`config.mk`:
```
export PLATFORM = sky130hd
export DESIGN_NAME = growable_bitmap_allocator
export DESIGN_NICKNAME = d
export VERILOG_FILES = /design/src/sv/gba_pkg.sv /design/src/sv/gba_store.sv /design/src/sv/growable_bitmap_allocator.sv
export SDC_FILE = /design/constraint.sdc
export NUM_CORES = 2
export LEC_CHECK = 0
export BUFFER_PORTS_ARGS = -buffer_cell sky130_fd_sc_hd__clkbuf_2
export CORE_ASPECT_RATIO = 2
export CORE_MARGIN = 2
export CORE_UTILIZATION = 35
export DETAILED_ROUTE_END_ITERATION = 7
export SLEW_MARGIN = 10
export SYNTH_ARGS = -nofsm -noshare
export SYNTH_HDL_FRONTEND = slang
export SYNTH_SLANG_ARGS = --single-unit
```
`constraint.sdc`:
```
create_clock -name clk -period 13.7 [get_ports clk]
set_input_delay 2.74 -clock clk [delete_from_list [all_inputs] [get_ports clk]]
set_output_delay 2.74 -clock clk [all_outputs]
set_load 0.02 [all_outputs]
```
`src/sv/gba_pkg.sv`:
```
`timescale 1ns / 1ps
// ----------------------------------------------------------------------------
// gba_pkg
// Shared constants, types and helpers for the growable bitmap allocator.
// ----------------------------------------------------------------------------
package gba_pkg;

    localparam int CAPACITY_BITS = 4096;
    localparam int BYTE_BITS     = 8;
    localparam int STORE_BYTES   = (CAPACITY_BITS + BYTE_BITS - 1) / BYTE_BITS;
    localparam int ADDR_W        = $clog2(STORE_BYTES);
    localparam int POS_W         = $clog2(BYTE_BITS);
    localparam int IDX_W         = 12;
    localparam int LEN_W         = 13;
    localparam int LEN_RESET     = 256;

    typedef enum logic [1:0] {
        OP_WRITE = 2'd0,
        OP_READ  = 2'd1,
        OP_FIND  = 2'd2,
        OP_NONE  = 2'd3
    } gba_op_t;

    typedef enum logic [1:0] {
        ST_IDLE,
        ST_EXEC,
        ST_SCAN
    } gba_state_t;

    typedef struct packed {
        logic                 en;
        logic [ADDR_W-1:0]    addr;
        logic [BYTE_BITS-1:0] data;
    } gba_wr_t;

    // position of the lowest zero bit, BYTE_BITS when the byte is all ones
    function automatic logic [POS_W:0] lowest_zero(input logic [BYTE_BITS-1:0] b);
        logic [POS_W:0] p;
        p = (POS_W+1)'(BYTE_BITS);
        for (int k = BYTE_BITS - 1; k >= 0; k--)
        begin
            if (!b[k])
            begin
                p = (POS_W+1)'(k);
            end
        end
        return p;
    endfunction

endpackage

```
`src/sv/gba_store.sv`:
```
`timescale 1ns / 1ps
// ----------------------------------------------------------------------------
// gba_store
// Byte-wide bit map memory with one write and one registered read port,
// plus a clearing sweep after reset and on request.
// ----------------------------------------------------------------------------
module gba_store (
    input  logic                          clk,
    input  logic                          rst_n,
    input  logic                          clear_start,
    input  gba_pkg::gba_wr_t              wr,
    input  logic [gba_pkg::ADDR_W-1:0]    rd_addr,
    output logic [gba_pkg::BYTE_BITS-1:0] rd_data,
    output logic                          clear_busy
);
    import gba_pkg::*;

    logic [BYTE_BITS-1:0] mem [STORE_BYTES];
    logic                 clr_busy_reg;
    logic                 clr_busy_next;
    logic [ADDR_W-1:0]    clr_cnt_reg;
    logic [ADDR_W-1:0]    clr_cnt_next;
    logic                 mem_we;
    logic [ADDR_W-1:0]    mem_waddr;
    logic [BYTE_BITS-1:0] mem_wdata;

    always_comb
    begin
        clr_busy_next = clr_busy_reg;
        clr_cnt_next  = clr_cnt_reg;
        if (clear_start)
        begin
            clr_busy_next = 1'b1;
            clr_cnt_next  = '0;
        end
        else if (clr_busy_reg)
        begin
            clr_cnt_next  = clr_cnt_reg + ADDR_W'(1);
            clr_busy_next = (clr_cnt_reg != ADDR_W'(STORE_BYTES - 1));
        end
    end

    always_ff @(posedge clk or negedge rst_n)
    begin
        if (!rst_n)
        begin
            clr_busy_reg <= 1'b1;
            clr_cnt_reg  <= '0;
        end
        else
        begin
            clr_busy_reg <= clr_busy_next;
            clr_cnt_reg  <= clr_cnt_next;
        end
    end

    always_comb
    begin
        if (clr_busy_reg)
        begin
            mem_we    = 1'b1;
            mem_waddr = clr_cnt_reg;
            mem_wdata = '0;
        end
        else
        begin
            mem_we    = wr.en;
            mem_waddr = wr.addr;
            mem_wdata = wr.data;
        end
    end

    always_ff @(posedge clk)
    begin
        if (mem_we)
        begin
            mem[mem_waddr] <= mem_wdata;
        end
        rd_data <= mem[rd_addr];
    end

    assign clear_busy = clr_busy_reg;

endmodule

```
`src/sv/growable_bitmap_allocator.sv`:
```
`timescale 1ns / 1ps
// ----------------------------------------------------------------------------
// growable_bitmap_allocator
// Write and read go through a byte read-modify-write with forwarding and can
// be accepted back to back, one a cycle, while the output is not stalled.
// Find reads one byte at a time from the hint through the single memory read
// port, skipping all-ones bytes. After reset and after a length write the
// store is cleared byte by byte, and no request is accepted until it is done.
// ----------------------------------------------------------------------------
module growable_bitmap_allocator (
    input  logic                        clk,
    input  logic                        rst_n,
    input  logic                        cfg_valid,
    output logic                        cfg_ready,
    input  logic [gba_pkg::LEN_W-1:0]   initial_length,
    input  logic                        in_valid,
    output logic                        in_stall,
    input  logic [1:0]                  opcode,
    input  logic [gba_pkg::IDX_W-1:0]   bit_index,
    input  logic                        write_value,
    output logic                        out_valid,
    input  logic                        out_stall,
    output logic                        status,
    output logic                        read_bit,
    output logic [gba_pkg::IDX_W-1:0]   found_index,
    output logic [gba_pkg::LEN_W-1:0]   bits_in_use
);
    import gba_pkg::*;

    gba_state_t           state_reg, state_next;
    logic [1:0]           op_reg;
    logic [IDX_W-1:0]     idx_reg;
    logic                 wv_reg;
    logic [ADDR_W:0]      cur_reg, cur_next;
    logic [ADDR_W-1:0]    addr_reg;
    logic [LEN_W-1:0]     length_reg, length_next;
    logic [ADDR_W-1:0]    hint_reg, hint_next;
    logic                 fwd_valid_reg;
    logic [ADDR_W-1:0]    fwd_addr_reg;
    logic [BYTE_BITS-1:0] fwd_data_reg;
    logic                 out_valid_reg;
    logic                 status_reg;
    logic                 read_bit_reg;
    logic [IDX_W-1:0]     found_reg;
    logic [LEN_W-1:0]     len_out_reg;

    gba_wr_t              wr;
    logic [ADDR_W-1:0]    rd_addr;
    logic [BYTE_BITS-1:0] rd_data;
    logic                 clear_busy;
    logic [BYTE_BITS-1:0] byte_eff;
    logic [BYTE_BITS-1:0] new_byte;
    logic [BYTE_BITS-1:0] part_byte;
    logic [BYTE_BITS-1:0] part_mask;
    logic [ADDR_W:0]      full_bytes;
    logic [POS_W-1:0]     rem_bits;
    logic [POS_W:0]       zpos;
    logic [IDX_W-1:0]     cand;
    logic                 finish;
    logic                 out_free;
    logic                 done;
    logic                 accept;
    logic                 res_status;
    logic                 res_rbit;
    logic [IDX_W-1:0]     res_found;
    logic [LEN_W-1:0]     res_len;
    logic [LEN_W-1:0]     len_calc;
    logic [ADDR_W-1:0]    hint_calc;
    logic [LEN_W-1:0]     cfg_len;

    gba_store u_store (
        .clk         (clk),
        .rst_n       (rst_n),
        .clear_start (cfg_valid),
        .wr          (wr),
        .rd_addr     (rd_addr),
        .rd_data     (rd_data),
        .clear_busy  (clear_busy)
    );

    assign cfg_ready  = 1'b1;
    assign byte_eff   = (fwd_valid_reg && (fwd_addr_reg == addr_reg)) ? fwd_data_reg : rd_data;
    assign full_bytes = length_reg[LEN_W-1:POS_W];
    assign rem_bits   = length_reg[POS_W-1:0];
    assign part_mask  = BYTE_BITS'((9'd1 << rem_bits) - 9'd1);
    assign part_byte  = byte_eff & part_mask;
    assign out_free   = !out_valid_reg || !out_stall;
    assign cfg_len    = (initial_length > LEN_W'(CAPACITY_BITS)) ? LEN_W'(CAPACITY_BITS)
                                                                 : initial_length;

    always_comb
    begin
        state_next = state_reg;
        cur_next   = cur_reg;
        length_next = length_reg;
        hint_next  = hint_reg;
        rd_addr    = addr_reg;
        wr         = '0;
        new_byte   = byte_eff;
        finish     = 1'b0;
        res_status = 1'b0;
        res_rbit   = 1'b0;
        res_found  = '0;
        len_calc   = length_reg;
        hint_calc  = hint_reg;
        zpos       = '0;
        cand       = '0;

        case (state_reg)
            ST_IDLE:
            begin
                finish = 1'b0;
            end
            ST_EXEC:
            begin
                finish = 1'b1;
                case (op_reg)
                    OP_WRITE:
                    begin
                        new_byte[idx_reg[POS_W-1:0]] = wv_reg;
                        if ({1'b0, idx_reg} >= length_reg)
                        begin
                            len_calc = {1'b0, idx_reg} + LEN_W'(1);
                        end
                        if (!wv_reg && (idx_reg[IDX_W-1:POS_W] < hint_reg))
                        begin
                            hint_calc = idx_reg[IDX_W-1:POS_W];
                        end
                        wr.en   = out_free;
                        wr.addr = idx_reg[IDX_W-1:POS_W];
                        wr.data = new_byte;
                    end
                    OP_READ:
                    begin
                        if ({1'b0, idx_reg} < length_reg)
                        begin
                            res_rbit = byte_eff[idx_reg[POS_W-1:0]];
                        end
                    end
                    default:
                    begin
                        res_rbit = 1'b0;
                    end
                endcase
            end
            ST_SCAN:
            begin
                if ((cur_reg < full_bytes) && (byte_eff == {BYTE_BITS{1'b1}}))
                begin
                    cur_next  = cur_reg + (ADDR_W+1)'(1);
                    rd_addr   = cur_next[ADDR_W-1:0];
                end
                else
                begin
                    finish = 1'b1;
                    if (cur_reg < full_bytes)
                    begin
                        zpos      = lowest_zero(byte_eff);
                        hint_calc = cur_reg[ADDR_W-1:0];
                        res_found = {cur_reg[ADDR_W-1:0], zpos[POS_W-1:0]};
                    end
                    else if ((rem_bits != '0) && !cur_reg[ADDR_W])
                    begin
                        zpos      = lowest_zero(part_byte);
                        cand      = {cur_reg[ADDR_W-1:0], zpos[POS_W-1:0]};
                        hint_calc = cur_reg[ADDR_W-1:0];
                        res_found = cand;
                        if ({1'b0, cand} >= length_reg)
                        begin
                            len_calc = {1'b0, cand} + LEN_W'(1);
                        end
                    end
                    else if (length_reg >= LEN_W'(CAPACITY_BITS))
                    begin
                        res_status = 1'b1;
                    end
                    else
                    begin
                        res_found = length_reg[IDX_W-1:0];
                        len_calc  = length_reg + LEN_W'(1);
                    end
                end
            end
            default:
            begin
                state_next = ST_IDLE;
            end
        endcase

        res_len = len_calc;
        done    = finish && out_free;
        if (done)
        begin
            length_next = len_calc;
            hint_next   = hint_calc;
            state_next  = ST_IDLE;
        end

        in_stall = clear_busy || !((state_reg == ST_IDLE) || done);
        accept   = in_valid && !in_stall;
        if (accept)
        begin
            if (opcode == OP_FIND)
            begin
                state_next = ST_SCAN;
                rd_addr    = hint_next;
                cur_next   = {1'b0, hint_next};
            end
            else
            begin
                state_next = ST_EXEC;
                rd_addr    = bit_index[IDX_W-1:POS_W];
            end
        end

        if (cfg_valid)
        begin
            length_next = cfg_len;
            hint_next   = '0;
        end
    end

    always_ff @(posedge clk or negedge rst_n)
    begin
        if (!rst_n)
        begin
            state_reg     <= ST_IDLE;
            length_reg    <= LEN_W'(LEN_RESET);
            hint_reg      <= '0;
            fwd_valid_reg <= 1'b0;
            out_valid_reg <= 1'b0;
        end
        else
        begin
            state_reg     <= state_next;
            length_reg    <= length_next;
            hint_reg      <= hint_next;
            fwd_valid_reg <= wr.en;
            if (done)
            begin
                out_valid_reg <= 1'b1;
            end
            else if (!out_stall)
            begin
                out_valid_reg <= 1'b0;
            end
        end
    end

    always_ff @(posedge clk)
    begin
        addr_reg     <= rd_addr;
        cur_reg      <= cur_next;
        fwd_addr_reg <= wr.addr;
        fwd_data_reg <= wr.data;
        if (accept)
        begin
            op_reg  <= opcode;
            idx_reg <= bit_index;
            wv_reg  <= write_value;
        end
        if (done)
        begin
            status_reg   <= res_status;
            read_bit_reg <= res_rbit;
            found_reg    <= res_found;
            len_out_reg  <= res_len;
        end
    end

    assign out_valid   = out_valid_reg;
    assign status      = status_reg;
    assign read_bit    = read_bit_reg;
    assign found_index = found_reg;
    assign bits_in_use = len_out_reg;

endmodule
```
==> results.sh <==
export IMPL_cts_tree="done"
export IMPL_report_final_slew_viol_count=0
export IMPL_totalNegativeSetupSlack_ns=0
export IMPL_cap_viol_max_count=0
export IMPL_place_gp_congestion=0.955
export IMPL_async_flop_share_pct=0.853
export IMPL_grt_max_degree=219
export IMPL_grt_remaining_overflow=0
export IMPL_num_nets_final=12500
export IMPL_timing_critical_path_from_type="primary input"
export IMPL_cts_num_sinks=4218
export IMPL_fraction_of_the_yosys_area_taken_by_sequential_cells_pct=73.9
export IMPL_rsz_0062_raised_after_global_routing="false"
export IMPL_post_cts_resize_count=0
export IMPL_postRouteWirelength_um=554000
export IMPL_critical_path_reg2reg_startpoint="length_reg[12]$_DFFE_PN0P_"
export IMPL_final_cells=19100
export IMPL_synth_edf_count=4138
export IMPL_cts_made_buffers=337
export IMPL_critical_path_slowest_cell="sky130_fd_sc_hd__o41ai_2"
export IMPL_worst_path_largest_cell_delay_ns=1.13
export IMPL_grtUsageMet2_pct=39.5
export IMPL_yosysWarnings=0
export IMPL_worstSetupEndpointType="register"
export IMPL_cp_arrival_ns=10.07
export IMPL_powerDensity_nw_per_um2=128
export IMPL_post_place_cells=18400
export IMPL_share_of_layout_cells_above_drive_strength_1_pct=7.36
export IMPL_syn_inst=12600
export IMPL_largest_driver_fanout_on_the_critical_path=120
export IMPL_hold_class="reg -> reg"
export IMPL_core_rowCount=362
export IMPL_vias_per_cell=5.72
export IMPL_max_slew_margin_pct=2.12
export IMPL_yosys_register_bits=4218
export IMPL_critical_path_depth=17
export IMPL_post_synthesis_instance_area_sq_um=170000
export IMPL_final_hold_violation_count=0
export IMPL_criticalPathCategory="in -> reg"
export IMPL_grt_first_pass_wirelength_um=777000
export IMPL_setup_worst_path_end="u_store.rd_data[5]$_DFF_P_"
export IMPL_clk_root_buffer_cell="sky130_fd_sc_hd__clkbuf_16"
export IMPL_m1_gr_usage_pct=22.3
export IMPL_ir_worst_vdd_v=0.000114
export IMPL_grtUsageTotal_pct=21.6
export IMPL_achievable_frequency_mhz=108
export IMPL_fin_worst_skew_ns=0.0550
export IMPL_worst_path_dominant_cell_family="compound AO/OA/AOI/OAI gates"
export IMPL_critical_path_cell_chain="clkbuf_2 > a21oi_1 > nand3_1 > a21o_1 > inv_2 > a211oi_2 > a21oi_4 > buf_12 > buf_12 > buf_4 > a32oi_1 > a22oi_1 > a21oi_1 > o41ai_2 > buf_4 > nand4_1 > or4b_1"
export IMPL_dp_hpwl_um=340000
export IMPL_max_clock_path_buffers=4
export IMPL_antenna_violations_before_repair=22
export IMPL_synth_nets=12700
export IMPL_wl_per_cell_um=29.0
export IMPL_layout_worst_path_cycle_share_pct=67.6
export IMPL_cts_hold_buf=0
export IMPL_drt_iter0_markers=11800
export IMPL_leakagePower_nw=65.5
export IMPL_timing_reg2reg_setup_slack_ns=4.54
export IMPL_netlist_top_cells_area="sky130_fd_sc_hd__edfxtp_1 73%, sky130_fd_sc_hd__nand2_1 6.4%, sky130_fd_sc_hd__a21oi_1 2.2%, sky130_fd_sc_hd__mux2i_1 1.7%, sky130_fd_sc_hd__a32oi_1 1.6%"
export IMPL_clock_latency_on_the_worst_skew_pair_ns=0.96
export IMPL_largest_reg_flops=4096
export IMPL_worst_r2r_path_cells=18
export IMPL_io_pin_count=63
export IMPL_grt_util_met3_pct=2.69
export IMPL_timing_critical_path_buf_inv=6
export IMPL_drtAntennaViolNets=0
export IMPL_post_cts_buffers=0
export IMPL_htreeDepth=5
export IMPL_synthesis_area_per_instance_sq_um=13.5
export IMPL_vias=109000
export IMPL_synth_area_leader_cell="sky130_fd_sc_hd__edfxtp_1"
export IMPL_result_of_the_run="finished clean"
export IMPL_grt_pass1_vias=107000
export IMPL_worst_slew_pin_transition_ns=1.46
export IMPL_synth_cells_most_frequent="4,138 x sky130_fd_sc_hd__edfxtp_1, 2,894 x sky130_fd_sc_hd__nand2_1, 764 x sky130_fd_sc_hd__a21oi_1"
export IMPL_whs_path_depth=2
export IMPL_initial_core_util_pct=35.1
export IMPL_path_clk_slew_ns=0.07
export IMPL_die_height_um=991
export IMPL_synth_top_area_share_pct=72.9
export IMPL_netlist_cell_type_count=93
export IMPL_syn_to_final_growth_pct=10.9
export IMPL_placement_io_buffers=61
export IMPL_grt_busiest_layer="met2"
export IMPL_worst_setup_path_startpoint="out_stall"
export IMPL_drt_first_pass_iters=8
export IMPL_min_period_ns=9.26
export IMPL_core_area_sq_um=486000
export IMPL_timing_rr_end="u_store.rd_data[3]$_DFF_P_"
export IMPL_worst_ep_required_time_ns=14.51
export IMPL_yosysMostFrequentCell="sky130_fd_sc_hd__edfxtp_1"
export IMPL_route_detailed_drc=0
export IMPL_setup_viol=0
export IMPL_die_area_sq_um=493000
export IMPL_synth_top_flop_cell="sky130_fd_sc_hd__edfxtp_1"
export IMPL_floorplan_die_width_um=498
stage by stage:
step	hold slack (ns)	power, mW	setup slack (ns)	cell area (sq um)	utilization, %
5_1_grt	0.636	24.8	4.32	189000	38.9
3_5_place_dp	0.570	14.4	3.67	178000	36.6
4_1_cts	0.585	24.3	4.66	189000	38.9
6_report	0.582	24.3	4.44	189000	38.9
2_1_floorplan	0.520	14.3	3.77	170000	-
3_3_place_gp	0.559	14.4	3.05	178000	36.6
power by group:
part / switching (mW) / internal [mW]
sequential: 0.0101 / 13.9
combinational: 0.142 / 0.0362
clock: 4.69 / 5.45
total: 4.85 / 19.4
worst min path at each step:
stage	from	to	slack [ns]
2_1_floorplan	state_reg[1]$_DFFE_PN0P_	state_reg[1]$_DFFE_PN0P_	0.52
3_3_place_gp	state_reg[0]$_DFFE_PN0P_	state_reg[0]$_DFFE_PN0P_	0.56
3_5_place_dp	state_reg[0]$_DFFE_PN0P_	state_reg[0]$_DFFE_PN0P_	0.57
4_1_cts	state_reg[0]$_DFFE_PN0P_	state_reg[0]$_DFFE_PN0P_	0.59
5_1_grt	hint_reg[5]$_DFF_PN0_	hint_reg[5]$_DFF_PN0_	0.64
6_report	state_reg[0]$_DFFE_PN0P_	state_reg[0]$_DFFE_PN0P_	0.58
cell usage in the layout, fill, tap and decap left out, types with 34 or more instances in the layout:
cell,netlist,final
sky130_fd_sc_hd__nor2_1,644,628
sky130_fd_sc_hd__edfxtp_1,4138,4138
sky130_fd_sc_hd__nand4_1,41,41
sky130_fd_sc_hd__buf_12,0,38
sky130_fd_sc_hd__inv_1,52,50
sky130_fd_sc_hd__clkbuf_2,0,61
sky130_fd_sc_hd__nor4_1,85,74
sky130_fd_sc_hd__a31oi_1,134,131
sky130_fd_sc_hd__dfrtp_1,34,34
sky130_fd_sc_hd__mux2i_1,284,284
sky130_fd_sc_hd__a211oi_1,273,271
sky130_fd_sc_hd__o21ai_0,125,121
sky130_fd_sc_hd__ha_1,50,50
sky130_fd_sc_hd__a32oi_1,312,312
sky130_fd_sc_hd__and3_1,340,340
sky130_fd_sc_hd__nand2_1,2894,2871
sky130_fd_sc_hd__dfxtp_1,44,44
sky130_fd_sc_hd__clkinv_1,2,69
sky130_fd_sc_hd__clkbuf_1,359,54
sky130_fd_sc_hd__diode_2,0,58
sky130_fd_sc_hd__bufinv_16,0,42
sky130_fd_sc_hd__nand3_1,496,491
sky130_fd_sc_hd__clkinv_2,0,52
sky130_fd_sc_hd__a311oi_1,237,237
sky130_fd_sc_hd__nor3_1,36,35
sky130_fd_sc_hd__a21oi_1,764,763
sky130_fd_sc_hd__buf_4,17,208
sky130_fd_sc_hd__o22ai_1,135,132
sky130_fd_sc_hd__a22oi_1,226,226
sky130_fd_sc_hd__clkbuf_16,0,345
routing by layer:
layer  routed length (um)  part of all wire (%)  vias up
met5                  285                 0.051        -
met3                34800                   6.3     1418
li1                     -                     -    47200
met2               289000                    52     4961
met4                48600                   8.8       16
met1               181000                    33    55400
layout make-up:
class / instances / area, sq um
tap: 6370 / 7970
sequential: 4218 / 126000
clock buffer: 401 / 8860
fill: 45100 / 297000
clock inverter: 206 / 2280
inverter: 59 / 253
multi-input combinational: 7444 / 40800
antenna: 58 / 145
timing repair buffer: 312 / 2700
worst min-delay path: stages, from the launching register on:
cell                      delay [ns]
sky130_fd_sc_hd__dfrtp_1        0.40
sky130_fd_sc_hd__nand3_1        0.07
sky130_fd_sc_hd__o21ai_0        0.07
kinds of logic (layout without fill, tap and decap cells):
logic type      Yosys count  after routing  synth area share, %
buf+inv                 973            978                 2.52
fa+ha+maj                50             50                0.367
mux                     296            296                 1.77
compound gates         2414           2414                 9.69
other cells               1             59              0.00220
xor+xnor                 53             53                0.272
flops                  4218           4218                 73.9
simple gates           4630           4630                 11.4
(Power assumes the default switching activity.)
